[config.mk]
export PLATFORM = sky130hd
export DESIGN_NAME = argb_pixel_blit_compositor_unit_flat
export DESIGN_NICKNAME = d
export VERILOG_FILES = /design/src/hw/rtl/apbc_pkg.sv /design/src/hw/rtl/apbc_if.sv /design/src/hw/rtl/apbc_over_chan.sv /design/src/hw/rtl/apbc_blend.sv /design/src/hw/rtl/argb_pixel_blit_compositor_unit.sv /design/src/flat_wrapper.sv
export SDC_FILE = /design/constraint.sdc
export NUM_CORES = 1
export LEC_CHECK = 0
export BUFFER_PORTS_ARGS = -buffer_cell sky130_fd_sc_hd__buf_4
export CAP_MARGIN = 20
export CORE_ASPECT_RATIO = 0.6
export CORE_MARGIN = 2
export CORE_UTILIZATION = 47
export DETAILED_ROUTE_END_ITERATION = 12
export PLACE_DENSITY = 0.65
export SETUP_SLACK_MARGIN = 0.1
export SYNTH_ARGS = -nofsm -noshare
export SYNTH_HDL_FRONTEND = slang
export SYNTH_HIERARCHICAL = 1
export SYNTH_SLANG_ARGS = --single-unit
[constraint.sdc]
create_clock -name clk -period 8.49 [get_ports clk]
set_input_delay 0.4245 -clock clk [delete_from_list [all_inputs] [get_ports clk]]
set_output_delay 0.4245 -clock clk [all_outputs]
set_load 0.05 [all_outputs]
[src/hw/rtl/apbc_pkg.sv]
// apbc_pkg: shared types and constants for the ARGB pixel blit compositor.
// No dependencies; every other file imports it.

package apbc_pkg;

    localparam int PIX_W  = 32;
    localparam int CHAN_W = 8;
    localparam int NUM_CH = PIX_W / CHAN_W;
    localparam int MODE_W = 2;

    localparam logic [CHAN_W-1:0]   CHAN_MAX   = 8'hFF;
    localparam logic [2*CHAN_W-1:0] HALF_UNIT  = 16'h0080;
    localparam logic [PIX_W-1:0]    ALPHA_MASK = 32'hFF00_0000;
    localparam logic [PIX_W-1:0]    RGB_MASK   = 32'h00FF_FFFF;

    typedef enum logic [MODE_W-1:0] {
        MODE_COPY  = 2'd0,
        MODE_RGB   = 2'd1,
        MODE_ALPHA = 2'd2,
        MODE_OVER  = 2'd3
    } blend_mode_t;

    // Result of one blend: new pixel plus destination write strobe.
    typedef struct packed {
        logic [PIX_W-1:0] pixel;
        logic             write_enable;
    } blend_res_t;

endpackage

[src/hw/rtl/apbc_if.sv]
// Request and response channel interfaces for the blit compositor.
// Depends on apbc_pkg for the pixel width.

interface apbc_req_if import apbc_pkg::*; ();
    logic             valid;
    logic             ready;
    logic [PIX_W-1:0] src_pixel;
    logic [PIX_W-1:0] dst_pixel;

    modport source (output valid, output src_pixel, output dst_pixel, input ready);
    modport sink   (input valid, input src_pixel, input dst_pixel, output ready);
endinterface

interface apbc_rsp_if import apbc_pkg::*; ();
    logic             valid;
    logic             ready;
    logic [PIX_W-1:0] out_pixel;
    logic             write_enable;

    modport source (output valid, output out_pixel, output write_enable, input ready);
    modport sink   (input valid, input out_pixel, input write_enable, output ready);
endinterface

[src/hw/rtl/apbc_over_chan.sv]
// apbc_over_chan: one 8-bit channel of premultiplied "over".
// Depends on apbc_pkg.

module apbc_over_chan import apbc_pkg::*; (
    input  logic [CHAN_W-1:0] src_c,
    input  logic [CHAN_W-1:0] dst_c,
    input  logic [CHAN_W-1:0] inv_alpha,
    output logic [CHAN_W-1:0] res_c
);

    logic [2*CHAN_W-1:0] prod;
    logic [2*CHAN_W:0]   acc;
    logic [CHAN_W:0]     scaled;
    logic [CHAN_W:0]     sum;

    // src + dst * (255 - srcA) / 255, rounded, saturated at 255
    always_comb
    begin
        prod   = dst_c * inv_alpha + HALF_UNIT;
        acc    = {1'b0, prod} + {{(CHAN_W+1){1'b0}}, prod[2*CHAN_W-1:CHAN_W]};
        scaled = acc[2*CHAN_W:CHAN_W];
        sum    = {1'b0, src_c} + scaled;
        res_c  = sum[CHAN_W] ? CHAN_MAX : sum[CHAN_W-1:0];
    end

endmodule

[src/hw/rtl/apbc_blend.sv]
// apbc_blend: mode select and special cases around four over channels.
// Depends on apbc_pkg and apbc_over_chan.

module apbc_blend import apbc_pkg::*; (
    input  blend_mode_t      mode,
    input  logic [PIX_W-1:0] src_pixel,
    input  logic [PIX_W-1:0] dst_pixel,
    output blend_res_t       res
);

    logic [CHAN_W-1:0] inv_alpha;
    logic [PIX_W-1:0]  over_pix;

    assign inv_alpha = CHAN_MAX - src_pixel[PIX_W-1 -: CHAN_W];

    for (genvar i = 0; i < NUM_CH; i++)
    begin : g_chan
        apbc_over_chan u_chan (
            .src_c     (src_pixel[i*CHAN_W +: CHAN_W]),
            .dst_c     (dst_pixel[i*CHAN_W +: CHAN_W]),
            .inv_alpha (inv_alpha),
            .res_c     (over_pix[i*CHAN_W +: CHAN_W])
        );
    end

    always_comb
    begin
        res.pixel        = src_pixel;
        res.write_enable = 1'b1;
        case (mode)
            MODE_COPY:  res.pixel = src_pixel;
            MODE_RGB:   res.pixel = (src_pixel & RGB_MASK) | (dst_pixel & ALPHA_MASK);
            MODE_ALPHA: res.pixel = (src_pixel & ALPHA_MASK) | (dst_pixel & RGB_MASK);
            MODE_OVER:
            begin
                if (src_pixel[PIX_W-1 -: CHAN_W] == CHAN_MAX)
                begin
                    res.pixel = src_pixel;  // opaque source
                end
                else if (src_pixel == '0)
                begin
                    res.pixel        = dst_pixel;  // fully transparent: skip write
                    res.write_enable = 1'b0;
                end
                else
                begin
                    res.pixel = over_pix;
                end
            end
            default:    res.pixel = src_pixel;
        endcase
    end

endmodule

[src/hw/rtl/argb_pixel_blit_compositor_unit.sv]
// argb_pixel_blit_compositor_unit: top level of the ARGB8888 blit compositor.
// Depends on apbc_pkg, apbc_if (request/response interfaces) and apbc_blend.
//
// Usage:
//   req_ch carries one request per pixel: src_pixel and dst_pixel, ARGB8888.
//   rsp_ch returns one response per request, in order: out_pixel and
//   write_enable (0 means leave the destination untouched).
//   cfg_we/cfg_wdata load the 2-bit blend mode (copy, rgb keeping dst
//   alpha, alpha only, premultiplied over); change it only while idle.
// Timing:
//   Two register stages: an input register, the blend logic, then the
//   response register. A request waits in the input register until the
//   response register is free. One pixel per cycle while rsp_ch.ready is
//   high; the single 8x8 multiply per channel sits between the registers.
// Reset:
//   rst_n clears both stage valids and sets the mode to copy.
// Backpressure:
//   When rsp_ch.ready is low the response register holds; the input stage
//   still takes a request if it is empty, then req_ch.ready drops until the
//   response drains. No request is dropped or duplicated.

module argb_pixel_blit_compositor_unit import apbc_pkg::*; (
    input  logic              clk,
    input  logic              rst_n,
    apbc_req_if.sink          req_ch,
    apbc_rsp_if.source        rsp_ch,
    input  logic              cfg_we,
    input  logic [MODE_W-1:0] cfg_wdata
);

    blend_mode_t      mode_reg;

    // input stage
    logic             s1_valid_reg;
    logic [PIX_W-1:0] s1_src_reg;
    logic [PIX_W-1:0] s1_dst_reg;

    // response stage
    logic             out_valid_reg;
    logic [PIX_W-1:0] out_pixel_reg;
    logic             out_we_reg;

    logic             out_load;
    logic             s1_load;
    blend_res_t       blend_res;

    // response register frees up when empty or being taken this cycle
    assign out_load     = !out_valid_reg || rsp_ch.ready;
    assign req_ch.ready = !s1_valid_reg || out_load;
    assign s1_load      = req_ch.valid && req_ch.ready;

    always_ff @(posedge clk or negedge rst_n)
    begin
        if (!rst_n)
        begin
            mode_reg <= MODE_COPY;
        end
        else if (cfg_we)
        begin
            mode_reg <= blend_mode_t'(cfg_wdata);
        end
    end

    always_ff @(posedge clk or negedge rst_n)
    begin
        if (!rst_n)
        begin
            s1_valid_reg  <= 1'b0;
            out_valid_reg <= 1'b0;
        end
        else
        begin
            if (req_ch.ready)
            begin
                s1_valid_reg <= req_ch.valid;
            end
            if (out_load)
            begin
                out_valid_reg <= s1_valid_reg;
            end
        end
    end

    // payload registers, no reset
    always_ff @(posedge clk)
    begin
        if (s1_load)
        begin
            s1_src_reg <= req_ch.src_pixel;
            s1_dst_reg <= req_ch.dst_pixel;
        end
        if (out_load && s1_valid_reg)
        begin
            out_pixel_reg <= blend_res.pixel;
            out_we_reg    <= blend_res.write_enable;
        end
    end

    apbc_blend u_blend (
        .mode      (mode_reg),
        .src_pixel (s1_src_reg),
        .dst_pixel (s1_dst_reg),
        .res       (blend_res)
    );

    assign rsp_ch.valid        = out_valid_reg;
    assign rsp_ch.out_pixel    = out_pixel_reg;
    assign rsp_ch.write_enable = out_we_reg;

endmodule
[src/flat_wrapper.sv]
// flat-port wrapper written by rule: the top's interface ports become plain ports
module argb_pixel_blit_compositor_unit_flat import apbc_pkg::*;
  (clk, rst_n, cfg_we, cfg_wdata, req_ch_valid, req_ch_src_pixel, req_ch_dst_pixel, req_ch_ready, rsp_ch_valid, rsp_ch_out_pixel, rsp_ch_write_enable, rsp_ch_ready);
  apbc_req_if req_ch_i ();
  apbc_rsp_if rsp_ch_i ();
  input  logic clk;
  input  logic rst_n;
  input  logic cfg_we;
  input  logic [MODE_W-1:0] cfg_wdata;
  input wire logic [$bits(req_ch_i.valid)-1:0] req_ch_valid;
  input wire logic [$bits(req_ch_i.src_pixel)-1:0] req_ch_src_pixel;
  input wire logic [$bits(req_ch_i.dst_pixel)-1:0] req_ch_dst_pixel;
  output wire logic [$bits(req_ch_i.ready)-1:0] req_ch_ready;
  output wire logic [$bits(rsp_ch_i.valid)-1:0] rsp_ch_valid;
  output wire logic [$bits(rsp_ch_i.out_pixel)-1:0] rsp_ch_out_pixel;
  output wire logic [$bits(rsp_ch_i.write_enable)-1:0] rsp_ch_write_enable;
  input wire logic [$bits(rsp_ch_i.ready)-1:0] rsp_ch_ready;
  assign req_ch_i.valid = req_ch_valid;
  assign req_ch_i.src_pixel = req_ch_src_pixel;
  assign req_ch_i.dst_pixel = req_ch_dst_pixel;
  assign req_ch_ready = req_ch_i.ready;
  assign rsp_ch_valid = rsp_ch_i.valid;
  assign rsp_ch_out_pixel = rsp_ch_i.out_pixel;
  assign rsp_ch_write_enable = rsp_ch_i.write_enable;
  assign rsp_ch_i.ready = rsp_ch_ready;
  argb_pixel_blit_compositor_unit u_core (.clk(clk), .rst_n(rst_n), .req_ch(req_ch_i), .rsp_ch(rsp_ch_i), .cfg_we(cfg_we), .cfg_wdata(cfg_wdata));
endmodule
==> results.md, run 1 <==
- The total overflow left after global routing is 0.
- Clock tree synthesis inserted a total of 9 buffers.
- The row count is 53.
- On the critical path, the stage with the largest delay is an instance of fa_1.
- The H-tree was split into 3 levels.
- The tightest hold path in the finished design has a slack of roughly 0.19 ns.
- The number of clock sinks is approximately 100.
- The cell seen most often among critical-path stages is fa_1.
- At the end of routability-driven placement, the weighted congestion stood at about 0.91.
- At the later pin of the worst-skew pair, clock insertion delay measures 0.40 ns.
- The routed design could run at a clock period as short as ~8.1 ns.
- The run finished with clean final reports.
- The total of fill cells in the finished design is ~3000.
- The post-route clock period utilization is a little over nine tenths.
- The floorplan step set the die height to 149 um.
- The via count normalized by instance count is about 5.6.
- The end point of the critical path is u_core/rsp_ch.out_pixel[17]$_DFFE_PP_.
- The core region area is roughly 35000 um^2.
- Tracing the worst setup path back leads to its startpoint at u_core/s1_src_reg[30]$_DFFE_PP_.
- The antenna diode instance count is 0.
- The violation count after the first detailed-routing iteration is roughly 1100.
- In the synthesized netlist the dominant register cell turns out to be edfxtp_1.
- The count of antenna-violating nets left after detailed routing is 0.
- The via count of the first global-routing pass is 13646.
- The die extent in x is about 250 um.
- The maximum frequency from static timing analysis is roughly 0.12 GHz.
- The global-route wire length before repair is 74.4 mm.
- The worst register-to-register path begins at u_core/s1_src_reg[30]$_DFFE_PP_.
- The largest family of logic cells by synthesized area is adder cells.
- The share of synthesized cell area in full adder, half adder and majority cells is about 34%.
- Data on the critical path is required at its endpoint by between 8 and 9 ns.
- The number of antenna violations at the first check in global routing came to 0.
- The number of cell instances on the worst register-to-register path is 33.
- STA puts the critical path data arrival time at 8.30 ns.
- The largest single stage delay on the critical path is roughly 0.50 ns.
- The post-synthesis share of cell area spent on xor and xnor gates is slightly below 5%.
- In this run the worst hold path is classified as primary input to register.
- The sequential-to-total area share from yosys stat is a little under a fifth.
- Entering global routing, the biggest net connects 65 pins.
- In this run the tool buffered the top-level ports with between 100 and 150 buffer cells.
- The net count of the mapped netlist is roughly 2100.
- The number of synthesis warnings is 6.
- The die covers 36600 um^2.
- In the global route stage, met2 resource usage came out at around two fifths.
- The max-slew violation total from the final report was 0.
- The simple-gate area share of the yosys netlist is ~18%.
- The layer flagged by global routing as most heavily used is met1.
- The pre-antenna-repair detailed-routing pass consisted of 6 iterations.
- The clock tree root driver cell is clkbuf_16.
- The starting density of the core is a little under half.
- The clock arrives with approximately 0.019 ns of skew.
- The total routed wirelength is slightly below 50 mm.
- The average wire per cell in the routed design is 19.7 um.
- The tightest slew margin relative to the limit is between 10% and 20%.
- The number of distinct library cell variants in the gate-level netlist after synthesis is 100.
- The TritonCTS clock tree is built.
- Of all flip-flops after synthesis, the portion carrying an async set or reset was between 3 and 4%.
- The capturing point of the worst reg2reg path is u_core/rsp_ch.out_pixel[17]$_DFFE_PP_.
- The via total after detailed routing is approximately 14000.
- Setup repair after global routing could not meet its margin everywhere.
- Counting flops and latches in the post-synthesis netlist gives 101.
- No sink is reached through more buffers than the 2 on the longest clock path.
- Cells with a size suffix above 1 make up between 20% and 30% of the layout.
- The count of final hold-check violations is 0.
- At the pin with the least slew margin, the transition time is 1.26 ns.
- After clock tree synthesis, the clock-pin slew on the worst setup and hold paths is around 0.090 ns.
- The number of max-capacitance violations reported is 0.
- Counting every instance in the synthesized netlist gives roughly 1700.
- The layout net count is 2409.
- The remaining routing DRC violations is 0.
- In this run the mean area of a mapped cell was approximately 9.6 um^2.
- The element type at the critical path start is a register.
- The layout overhead on the synthesized area is 21.7%.
- The number of synthesized flops with an enable pin is just under 100.
- For this run, global-route usage on met3 was measured as ~5.8%.
- The reg-to-reg setup timing slack is about 0.34 ns.
- Global routing used 26.3% of the available tracks.
- The placed wire-length estimate after detailed placement is roughly 37 mm.
- The top-level port count is about 110.
- The number of setup violations in the final report is 0.
- The maximum net fanout on the critical path is 12.
- The complex-gate fraction of the synthesized area is roughly 15%.
- The worst setup path is captured at a register.
- For met1 alone, demand over resource in global routing was approximately two fifths.
- Of the post-synthesis cell area, the part taken by muxes is under 10%.
- The summed instance area of the synthesized netlist is around 16000 um^2.
- The path type of the worst setup path is register to register.
[cell type report]
type	instances	area, um^2	area share (%)
multi-input combinational	1352	13000	65.0
sequential	101	3010	15.0
timing repair buffer	278	2210	11.0
inverter	234	892	4.45
tap	467	584	2.91
clock buffer	9	225	1.12
clock inverter	7	78.8	0.393
timing repair inverter	2	15.0	0.0749
[how the worst min path moves through the flow]
stage	startpoint	to	slack [ns]	cells after the start
finish	req_ch_dst_pixel[31]	u_core/s1_dst_reg[31]$_DFFE_PP_	0.19	1
global route	req_ch_dst_pixel[26]	u_core/s1_dst_reg[26]$_DFFE_PP_	0.17	1
CTS	req_ch_dst_pixel[26]	u_core/s1_dst_reg[26]$_DFFE_PP_	0.17	1
detailed placement	rst_n	u_core/s1_valid_reg$_DFFE_PN0P_	0.25	1
global placement	rst_n	u_core/s1_valid_reg$_DFFE_PN0P_	0.25	1
floorplan	rst_n	u_core/mode_reg[0]$_DFFE_PN0P_	0.13	0
[layout by cell type (no fill, tap or decap), types with 10 or more instances in the layout]
cell	instances
a21oi_1	65
nand2b_1	10
o21ai_0	39
o21a_1	12
nor4_1	10
nor2_1	47
nor3_1	48
nand2_1	123
a221o_1	24
nor2b_1	10
xnor2_1	47
fa_1	145
and2_1	181
inv_1	226
nand3_1	10
ha_2	10
mux2i_1	30
nor3_2	10
a22o_1	24
xor2_1	28
buf_4	264
ha_1	194
a21oi_2	11
a21o_1	20
edfxtp_1	97
clkbuf_16	11
o21ai_2	10
[logic make-up after synthesis]
| group | Yosys count |
|---|---|
| AOI/OAI and AO/OA | 332 |
| adders and majority gates | 360 |
| xor gates and xnor gates | 88 |
| and+or+nand+nor | 532 |
| buffers and inverters | 261 |
| DFF | 101 |
| muxes | 40 |
[per-layer routing]
layer | vias to the layer above | share of wire (%)
met5 | - | 0
met2 | 472 | 42
met1 | 6790 | 48
li1 | 6516 | -
met4 | 0 | 2.2
met3 | 62 | 7.7
[through the flow]
step | worst slack, ns | utilization [%] | instances | setup TNS [ns] | area [um^2]
after detailed placement | -0.198 | 53.9 | 2386 | -3.54 | 18700
after global routing | -0.0363 | 57.7 | 2450 | -0.162 | 20100
after floorplan | 0.102 | - | 1714 | 0 | 16500
after CTS | 0.110 | 55.3 | 2416 | 0 | 19200
after global placement | -0.0821 | 53.9 | 2386 | -0.229 | 18700
final | 0.343 | 57.7 | 2450 | 0 | 20100
[worst max-delay path, delay by kind of cell (launching register included)]
family	cells	cell delay, ns
simple gates	7	1.39
buf+inv	7	0.90
compound gates	9	1.60
fa+ha+maj	7	2.88
xor+xnor	2	0.36
flops	1	0.47
mux	1	0.28
[cells in the mapped netlist (30+ instances only)]
master	n	share of area [%]
inv_1	234	5.3
ha_1	208	16
and2_1	182	6.9
fa_1	152	18
nand2_1	123	2.8
edfxtp_1	97	18
a21oi_1	76	2.3
nor3_1	55	1.7
xnor2_1	52	2.8
nor2_1	49	1.1
o21ai_0	49	1.5
xor2_1	31	1.6
mux2i_1	30	1.8
[timing repair]
item                                    CTS  global route
hold endpoints to repair                  4             0
buffers inserted                         12            31
hold buffers                              1             0
pin swaps                                 9            64
resized for setup                        17           133
endpoints found under the setup margin   32            32
gates cloned                              1             3
Power of run 1 is left out: the tool's default activity adds up to more than one toggle a clock period on the data nets, which glitch-free logic cannot reach.
==> run 2, diff against run 1 <==
--- a/config.mk
+++ b/config.mk
@@ -7,11 +7,11 @@
 export LEC_CHECK = 0
 export BUFFER_PORTS_ARGS = -buffer_cell sky130_fd_sc_hd__buf_4
 export CAP_MARGIN = 20
-export CORE_ASPECT_RATIO = 0.6
+export CORE_ASPECT_RATIO = 0.75
 export CORE_MARGIN = 2
 export CORE_UTILIZATION = 47
 export DETAILED_ROUTE_END_ITERATION = 12
-export PLACE_DENSITY = 0.65
+export PLACE_DENSITY = 0.67
 export SETUP_SLACK_MARGIN = 0.1
 export SYNTH_ARGS = -nofsm -noshare
 export SYNTH_HDL_FRONTEND = slang
==> run 2 against run 1 <==
  * Critical path depth stayed put
  * Clock skew is 0.0072 ns lower
  * Final cell count unchanged
  * Non-clock buffer count is 9 higher
  * Global-route usage shrank 1.3 points
  * Hold slack improved by 0.029 ns
  * Wire length fell by 1.4%
  * Die area hardly changed
  * Sequential share of layout area decreased by 0.14 points
  * Worst setup slack lost 0.14 ns
  * Cell area grew 0.97%
  * First-iteration DRC count grew 6.6%
  * Critical endpoint unchanged
==> results.md, run 2 (same netlist as run 1, synthesis figures left out) <==
- The flow ran to the end, and the final reports show no timing, DRC or antenna violations.
- The capturing point of the worst reg2reg path is u_core/rsp_ch.out_pixel[17]$_DFFE_PP_.
- The floorplan die area is 36600 um^2 (about the same).
- The element type at the critical path start is a register.
- The layout net count is 2417 (+0.33%).
- The sum of overflow across all layers after global routing is 0 (unchanged).
- The clock insertion delay at the later pin of the skew report came to 0.38 ns (-0.02 ns).
- The layout overhead on the synthesized area is 22.9%.
- The clock tree root driver cell is clkbuf_16.
- The top-level port count is 106 (unchanged).
- The worst hold path stage count is 1 (unchanged).
- The count of final hold-check violations is 0 (unchanged).
- For hold timing, the worst endpoint is u_core/s1_dst_reg[28]$_DFFE_PP_.
- The total negative slack for setup checks is 0 ns (unchanged).
- The remaining routing DRC violations is 0 (unchanged).
- The number of buffers added by the clock tree synthesis step is 9 (unchanged).
- The max-slew violation total from the final report is 0 (unchanged).
- The highest-delay cell along the critical path is fa_1.
- The number of antenna violations at the first check in global routing is 1 (+1).
- The violation count after the first detailed-routing iteration is 1121 (+6.6%).
- The global-route wire length before repair is 72.4 mm (-2.8%).
- In this run the worst hold path is classified as primary input to register.
- The maximum frequency from static timing analysis is 0.121 GHz (-1.7%).
- The post-route clock period utilization was 97.6% (+1.6 points).
- The data arrival time of the critical path is 8.41 ns (+0.11 ns).
- The placed wire-length estimate after detailed placement is 35.6 mm (-4.2%).
- The number of iterations in the first detailed-routing pass is 6 (unchanged).
- The worst setup path is of the register to register kind.
- The via count of the first global-routing pass is 13805 (+1.2%).
- The count of antenna-violating nets left after detailed routing was 0 (unchanged).
- Setup repair after global routing could not meet its margin everywhere.
- The total routed wirelength was 47.6 mm (-1.4%).
- The area of placed instances is 18700 um^2 (-0.17%).
- The area of all placed cells without fillers came to 20300 um^2 (+0.97%).
- The die boundary height is 166 um (+11%).
- The row count is 59 (+11%).
- The average wire per cell in the routed design is 19.4 um (-1.4%).
- The actual transition at the worst max-transition pin is 1.16 ns (-0.0961 ns).
- The library cells used most frequently in the layout, excluding fill and tap cells, are buf_4 (260), inv_1 (223), ha_1 (189).
- The final critical delay including setup and external delays is 8.29 ns (+0.140 ns).
- The maximum number of pins on one net before global-route repair is 65 (unchanged).
- The via count normalized by instance count is 5.72 (+1.2%).
- The maximum net fanout on the critical path is 6 (-6).
- The number of port buffers is 105 (unchanged).
- The deepest level of the CTS H-tree is 3 (unchanged).
- The clock skew was 0.0118 ns (-0.00723 ns).
- The via total after detailed routing is 14004 (+1.2%).
- The maximum count of clock buffers along a single path is 2 (unchanged).
- The origin of the worst min-delay path is req_ch_dst_pixel[28].
- The total of fill cells in the finished design was 2979 (-1.5%).
- The flip-flop and latch area is 3010 um^2 (unchanged).
- The die extent in x was 220 um (-10%).
- The area occupied by multi-input gates was 13100 um^2 (+0.14%).
- The core region area is 34600 um^2 (-0.36%).
- The number of clock sinks was 101 (unchanged).
- The placement-stage worst setup slack is -0.210 ns (-0.0116 ns).
- The endpoint type of the worst setup path is a register.
- The data required time at the worst endpoint was 8.62 ns (-0.02 ns).
- The clock transition at the register clock pins on the worst setup and hold paths after CTS is 0.08 ns (about the same).
- The core occupancy in the finished layout is 58.5% (+0.77 points).
- The number of max-capacitance violations reported was 0 (unchanged).
- The tightest slew margin relative to the limit is 21.9% (+6.5 points).
- The reg-to-reg setup timing slack was 0.20 ns (-0.14 ns).
- The worst register-to-register path begins at u_core/s1_src_reg[26]$_DFFE_PP_.
- TritonCTS built the clock tree.
- The number of setup violations in the final report was 0 (unchanged).
- The starting density of the core is 47.6% (+0.17 points).
- The placer's final routability congestion estimate is 0.925 (+2.1%).
- The global-route usage over all layers is 25.0% (-1.3 points).
- The worst stage delay on the critical path is 0.58 ns (+0.08 ns).
- The fraction of layout cells with a size suffix above 1 is 24.2% (+0.46 points).
- The setup slack after layout was 0.203 ns (-0.140 ns).
- The library cell used most frequently in the layout, excluding fill and tap cells, is buf_4.
- The number of cell instances on the worst register-to-register path came to 33 (unchanged).
-- run 2: per-layer routing --
layer  wire length [um]  global-route usage [%]  up-vias
met4               1150                    5.34        0
li1                   -                       -     6527
met2              21300                    38.9      534
met3               3390                    4.63       81
met5                  0                       0        -
met1              21700                    36.3     6862
-- run 2: how the worst max path moves through the flow --
stage                     slack [ns]                                     to  cells past startpoint                             from
after floorplan                 0.10  u_core/rsp_ch.out_pixel[17]$_DFFE_PP_                     32  u_core/s1_src_reg[26]$_DFFE_PP_
after global placement         -0.02  u_core/rsp_ch.out_pixel[23]$_DFFE_PP_                     33  u_core/s1_src_reg[27]$_DFFE_PP_
after detailed placement       -0.21  u_core/rsp_ch.out_pixel[18]$_DFFE_PP_                     34  u_core/s1_src_reg[27]$_DFFE_PP_
after CTS                       0.10  u_core/rsp_ch.out_pixel[17]$_DFFE_PP_                     33  u_core/s1_src_reg[24]$_DFFE_PP_
after global routing           -0.06  u_core/rsp_ch.out_pixel[17]$_DFFE_PP_                     36  u_core/s1_src_reg[25]$_DFFE_PP_
final                           0.20  u_core/rsp_ch.out_pixel[17]$_DFFE_PP_                     33  u_core/s1_src_reg[26]$_DFFE_PP_
-- run 2: layout make-up --
type                       count  share of cell area (%)
multi-input combinational   1352                    64.5
sequential                   101                    14.9
timing repair buffer         287                    11.9
inverter                     234                    4.41
tap                          457                    2.82
clock buffer                  10                    1.13
clock inverter                 6                   0.346
timing repair inverter         1                  0.0371
antenna                        2                  0.0247
-- run 2: critical path, delay by kind of cell (launching register included) --
| family | cells | cell delay [ns] |
|---|---|---|
| AOI/OAI and AO/OA | 11 | 1.97 |
| xor gates and xnor gates | 2 | 0.33 |
| adders and majority gates | 8 | 3.01 |
| buffers and inverters | 5 | 0.51 |
| DFF | 1 | 0.42 |
| muxes | 1 | 0.26 |
| and+or+nand+nor | 6 | 1.53 |
-- run 2: per-stage QoR --
step | std cells | hold slack [ns]
6_report | 2450 | 0.219
5_1_grt | 2448 | 0.207
4_1_cts | 2397 | 0.209
3_5_place_dp | 2369 | 0.230
3_3_place_gp | 2368 | 0.227
2_1_floorplan | 1714 | 0.129
-- run 2: repair_timing --
item | in CTS | in global routing
gates cloned | 1 | 5
hold buffers | 1 | 0
resized for setup | 16 | 147
pin swaps | 8 | 90
setup endpoints to repair | 28 | 32
setup buffers | 10 | 44
hold endpoints to repair | 4 | 0
Power of run 2 is left out for the same reason.
==> run 3, diff against run 2 <==
--- a/config.mk
+++ b/config.mk
@@ -7,11 +7,13 @@
 export LEC_CHECK = 0
 export BUFFER_PORTS_ARGS = -buffer_cell sky130_fd_sc_hd__buf_4
 export CAP_MARGIN = 20
+export CELL_PAD_IN_SITES_DETAIL_PLACEMENT = 1
+export CELL_PAD_IN_SITES_GLOBAL_PLACEMENT = 1
 export CORE_ASPECT_RATIO = 0.75
 export CORE_MARGIN = 2
-export CORE_UTILIZATION = 47
+export CORE_UTILIZATION = 45
 export DETAILED_ROUTE_END_ITERATION = 12
-export PLACE_DENSITY = 0.67
+export PLACE_DENSITY_LB_ADDON = 0.1
 export SETUP_SLACK_MARGIN = 0.1
 export SYNTH_ARGS = -nofsm -noshare
 export SYNTH_HDL_FRONTEND = slang
==> run 3 against run 2 <==
  * Die area grew 4.4%
  * Critical endpoint unchanged
  * Flip-flop and latch count unchanged
  * Non-clock buffer count grew 48
  * Maximum frequency down 2.2%
  * Global-route usage is 3.3 points higher
  * Critical path depth up 2
  * Clock skew is 0.0056 ns higher
  * Worst setup slack got worse by 0.19 ns
  * Critical path type unchanged
  * First-iteration DRC count is 23% lower
==> results.md, run 3 (same netlist as run 1, synthesis figures left out) <==
- The placer's final routability congestion estimate is 0.907 (-2.0%).
- The post-route clock period utilization is 99.8% (+2.2 points).
- The most critical setup path has its startpoint at u_core/s1_src_reg[26]$_DFFE_PP_.
- The reg-to-reg setup timing slack came to 0.01 ns (-0.19 ns).
- The die boundary height is 170 um (+2.1%).
- The capturing point of the worst reg2reg path is u_core/rsp_ch.out_pixel[17]$_DFFE_PP_.
- Leaving out fill and tap cells, the most frequent cell in the layout is buf_4.
- The clock transition at the register clock pins on the worst setup and hold paths after CTS was 0.09 ns (about the same).
- The setup path with the least slack is of type register to register.
- The number of setup violations in the final report is 0 (unchanged).
- The placement-stage worst setup slack is -0.307 ns (-0.0966 ns).
- The path class of the tightest hold or removal check is primary input to register.
- The fraction of layout cells with a size suffix above 1 came to 29.1% (+5.0 points).
- The via total after detailed routing is 14436 (+3.1%).
- The data required time at the worst endpoint is 8.64 ns (+0.02 ns).
- The number of max-capacitance violations reported is 0 (unchanged).
- The worst setup path is captured at a register.
- The maximum net fanout on the critical path is 8 (+2).
- The global-route usage over all layers came to 28.4% (+3.3 points).
- The placed wire-length estimate after detailed placement was 42.5 mm (+19%).
- Setup repair after global routing could not meet its margin everywhere.
- The number of port buffers was 105 (unchanged).
- The category of cells accounting for the largest share of critical-path delay is adder cells.
- The starting density of the core is 45.8% (-1.8 points).
- The count of antenna-violating nets left after detailed routing is 0 (unchanged).
- Leaving out fill and tap cells, the most frequent cells in the layout are buf_4 (305), inv_1 (216), ha_1 (181).
- The core region area is 36000 um^2 (+3.9%).
- The number of buffers and inverters on the critical path is 8 (+3).
- The via count of the first global-routing pass is 15341 (+11%).
- The clock insertion delay at the later pin of the skew report is 0.41 ns (+0.03 ns).
- The via count normalized by instance count was 5.76 (+0.82%).
- The sum of overflow across all layers after global routing is 0 (unchanged).
- The run finished with clean final reports.
- The maximum frequency from static timing analysis is 0.118 GHz (-2.2%).
- The violation count after the first detailed-routing iteration is 867 (-23%).
- The maximum number of pins on one net before global-route repair is 65 (unchanged).
- The worst stage delay on the critical path was 0.59 ns (about the same).
- The top-level port count is 106 (unchanged).
- The remaining routing DRC violations came to 0 (unchanged).
- The maximum count of clock buffers along a single path is 2 (unchanged).
- The number of antenna violations at the first check in global routing was 0 (-1).
- The layout net count is 2464 (+1.9%).
- The count of final hold-check violations is 0 (unchanged).
- The number of buffers added by the clock tree synthesis step is 9 (unchanged).
- The instance count on the critical path came to 35 (+6.1%).
- The total routed wirelength is 55.9 mm (+17%).
- The clock skew was 0.0174 ns (+0.00560 ns).
- The layout overhead on the synthesized area is 27.5%.
- The actual transition at the worst max-transition pin was 1.13 ns (-0.0321 ns).
- Clock tree synthesis selected as its root buffer the cell clkbuf_16.
- The deepest level of the CTS H-tree was 3 (unchanged).
- The number of cell instances on the worst register-to-register path is 35 (+6.1%).
- The average wire per cell in the routed design is 22.3 um (+15%).
- The global-route wire length before repair is 84.2 mm (+16%).
- TritonCTS built the clock tree.
- The total negative slack for setup checks was 0 ns (unchanged).
- The final critical delay including setup and external delays was 8.48 ns (+0.189 ns).
- The setup slack after layout is 0.0139 ns (-0.189 ns).
- The worst setup path is launched from a register.
- The number of clock sinks is 101 (unchanged).
- The floorplan die area is 38200 um^2 (+4.4%).
- The number of iterations in the first detailed-routing pass was 4 (-2).
- The max-slew violation total from the final report was 0 (unchanged).
- On the critical path, the stage with the largest delay is an instance of fa_1.
- The end point of the critical path is u_core/rsp_ch.out_pixel[17]$_DFFE_PP_.
- The launch point of the worst reg-to-reg path is u_core/s1_src_reg[26]$_DFFE_PP_.
- The die extent in x was 225 um (+2.2%).
- The data arrival time of the critical path is 8.62 ns (+0.21 ns).
- The total of fill cells in the finished design is 4009 (+35%).
- The tightest slew margin relative to the limit is 24.8% (+2.9 points).
- The row count is 60 (+1.7%).
-- run 3: cell type report --
cell class | instances | area (um^2) | area share [%]
well taps | 465 | 582 | 2.77
clock buffers | 9 | 225 | 1.07
flip-flops and latches | 101 | 3010 | 14.3
repair buffers | 335 | 2720 | 12.9
diodes | 2 | 5.00 | 0.0238
multi-input cells | 1352 | 13500 | 64.1
clock inverters | 7 | 115 | 0.548
inverters | 234 | 890 | 4.23
-- run 3: worst min path at each step --
stage / to / cells after the start / start
detailed placement: u_core/rsp_ch.valid$_DFFE_PN0P_ / 1 / rst_n
finish: u_core/s1_src_reg[8]$_DFFE_PP_ / 1 / req_ch_src_pixel[8]
global route: u_core/s1_dst_reg[5]$_DFFE_PP_ / 1 / req_ch_dst_pixel[5]
global placement: u_core/rsp_ch.valid$_DFFE_PN0P_ / 1 / rst_n
CTS: u_core/s1_src_reg[8]$_DFFE_PP_ / 1 / req_ch_src_pixel[8]
floorplan: u_core/mode_reg[0]$_DFFE_PN0P_ / 0 / rst_n
-- run 3: metrics by stage --
| step | hold slack [ns] | utilization [%] | area [um^2] | std cells |
|---|---|---|---|---|
| finish | 0.186 | 58.4 | 21000 | 2505 |
| global route | 0.182 | 58.4 | 21000 | 2503 |
| CTS | 0.175 | 54.6 | 19600 | 2451 |
| detailed placement | 0.229 | 53.0 | 19000 | 2424 |
| global placement | 0.225 | 53.0 | 19000 | 2424 |
| floorplan | 0.129 | - | 16500 | 1714 |
-- run 3: metal layers --
| metal | GRT usage (%) | vias up | wire length (um) |
|---|---|---|---|
| met5 | 0 | - | 0 |
| met4 | 6.28 | 0 | 1020 |
| met3 | 3.12 | 72 | 2280 |
| met2 | 47.0 | 334 | 26600 |
| met1 | 40.0 | 7405 | 25900 |
| li1 | - | 6625 | - |
-- run 3: timing repair --
item / CTS / global route
resized for setup: 47 / 212
cloned: 0 / 2
setup endpoints to repair: 32 / 32
setup buffers: 10 / 52
pin swaps: 20 / 137
hold buffers: 1 / 0
hold endpoints to repair: 4 / 0
Power of run 3 is left out for the same reason.
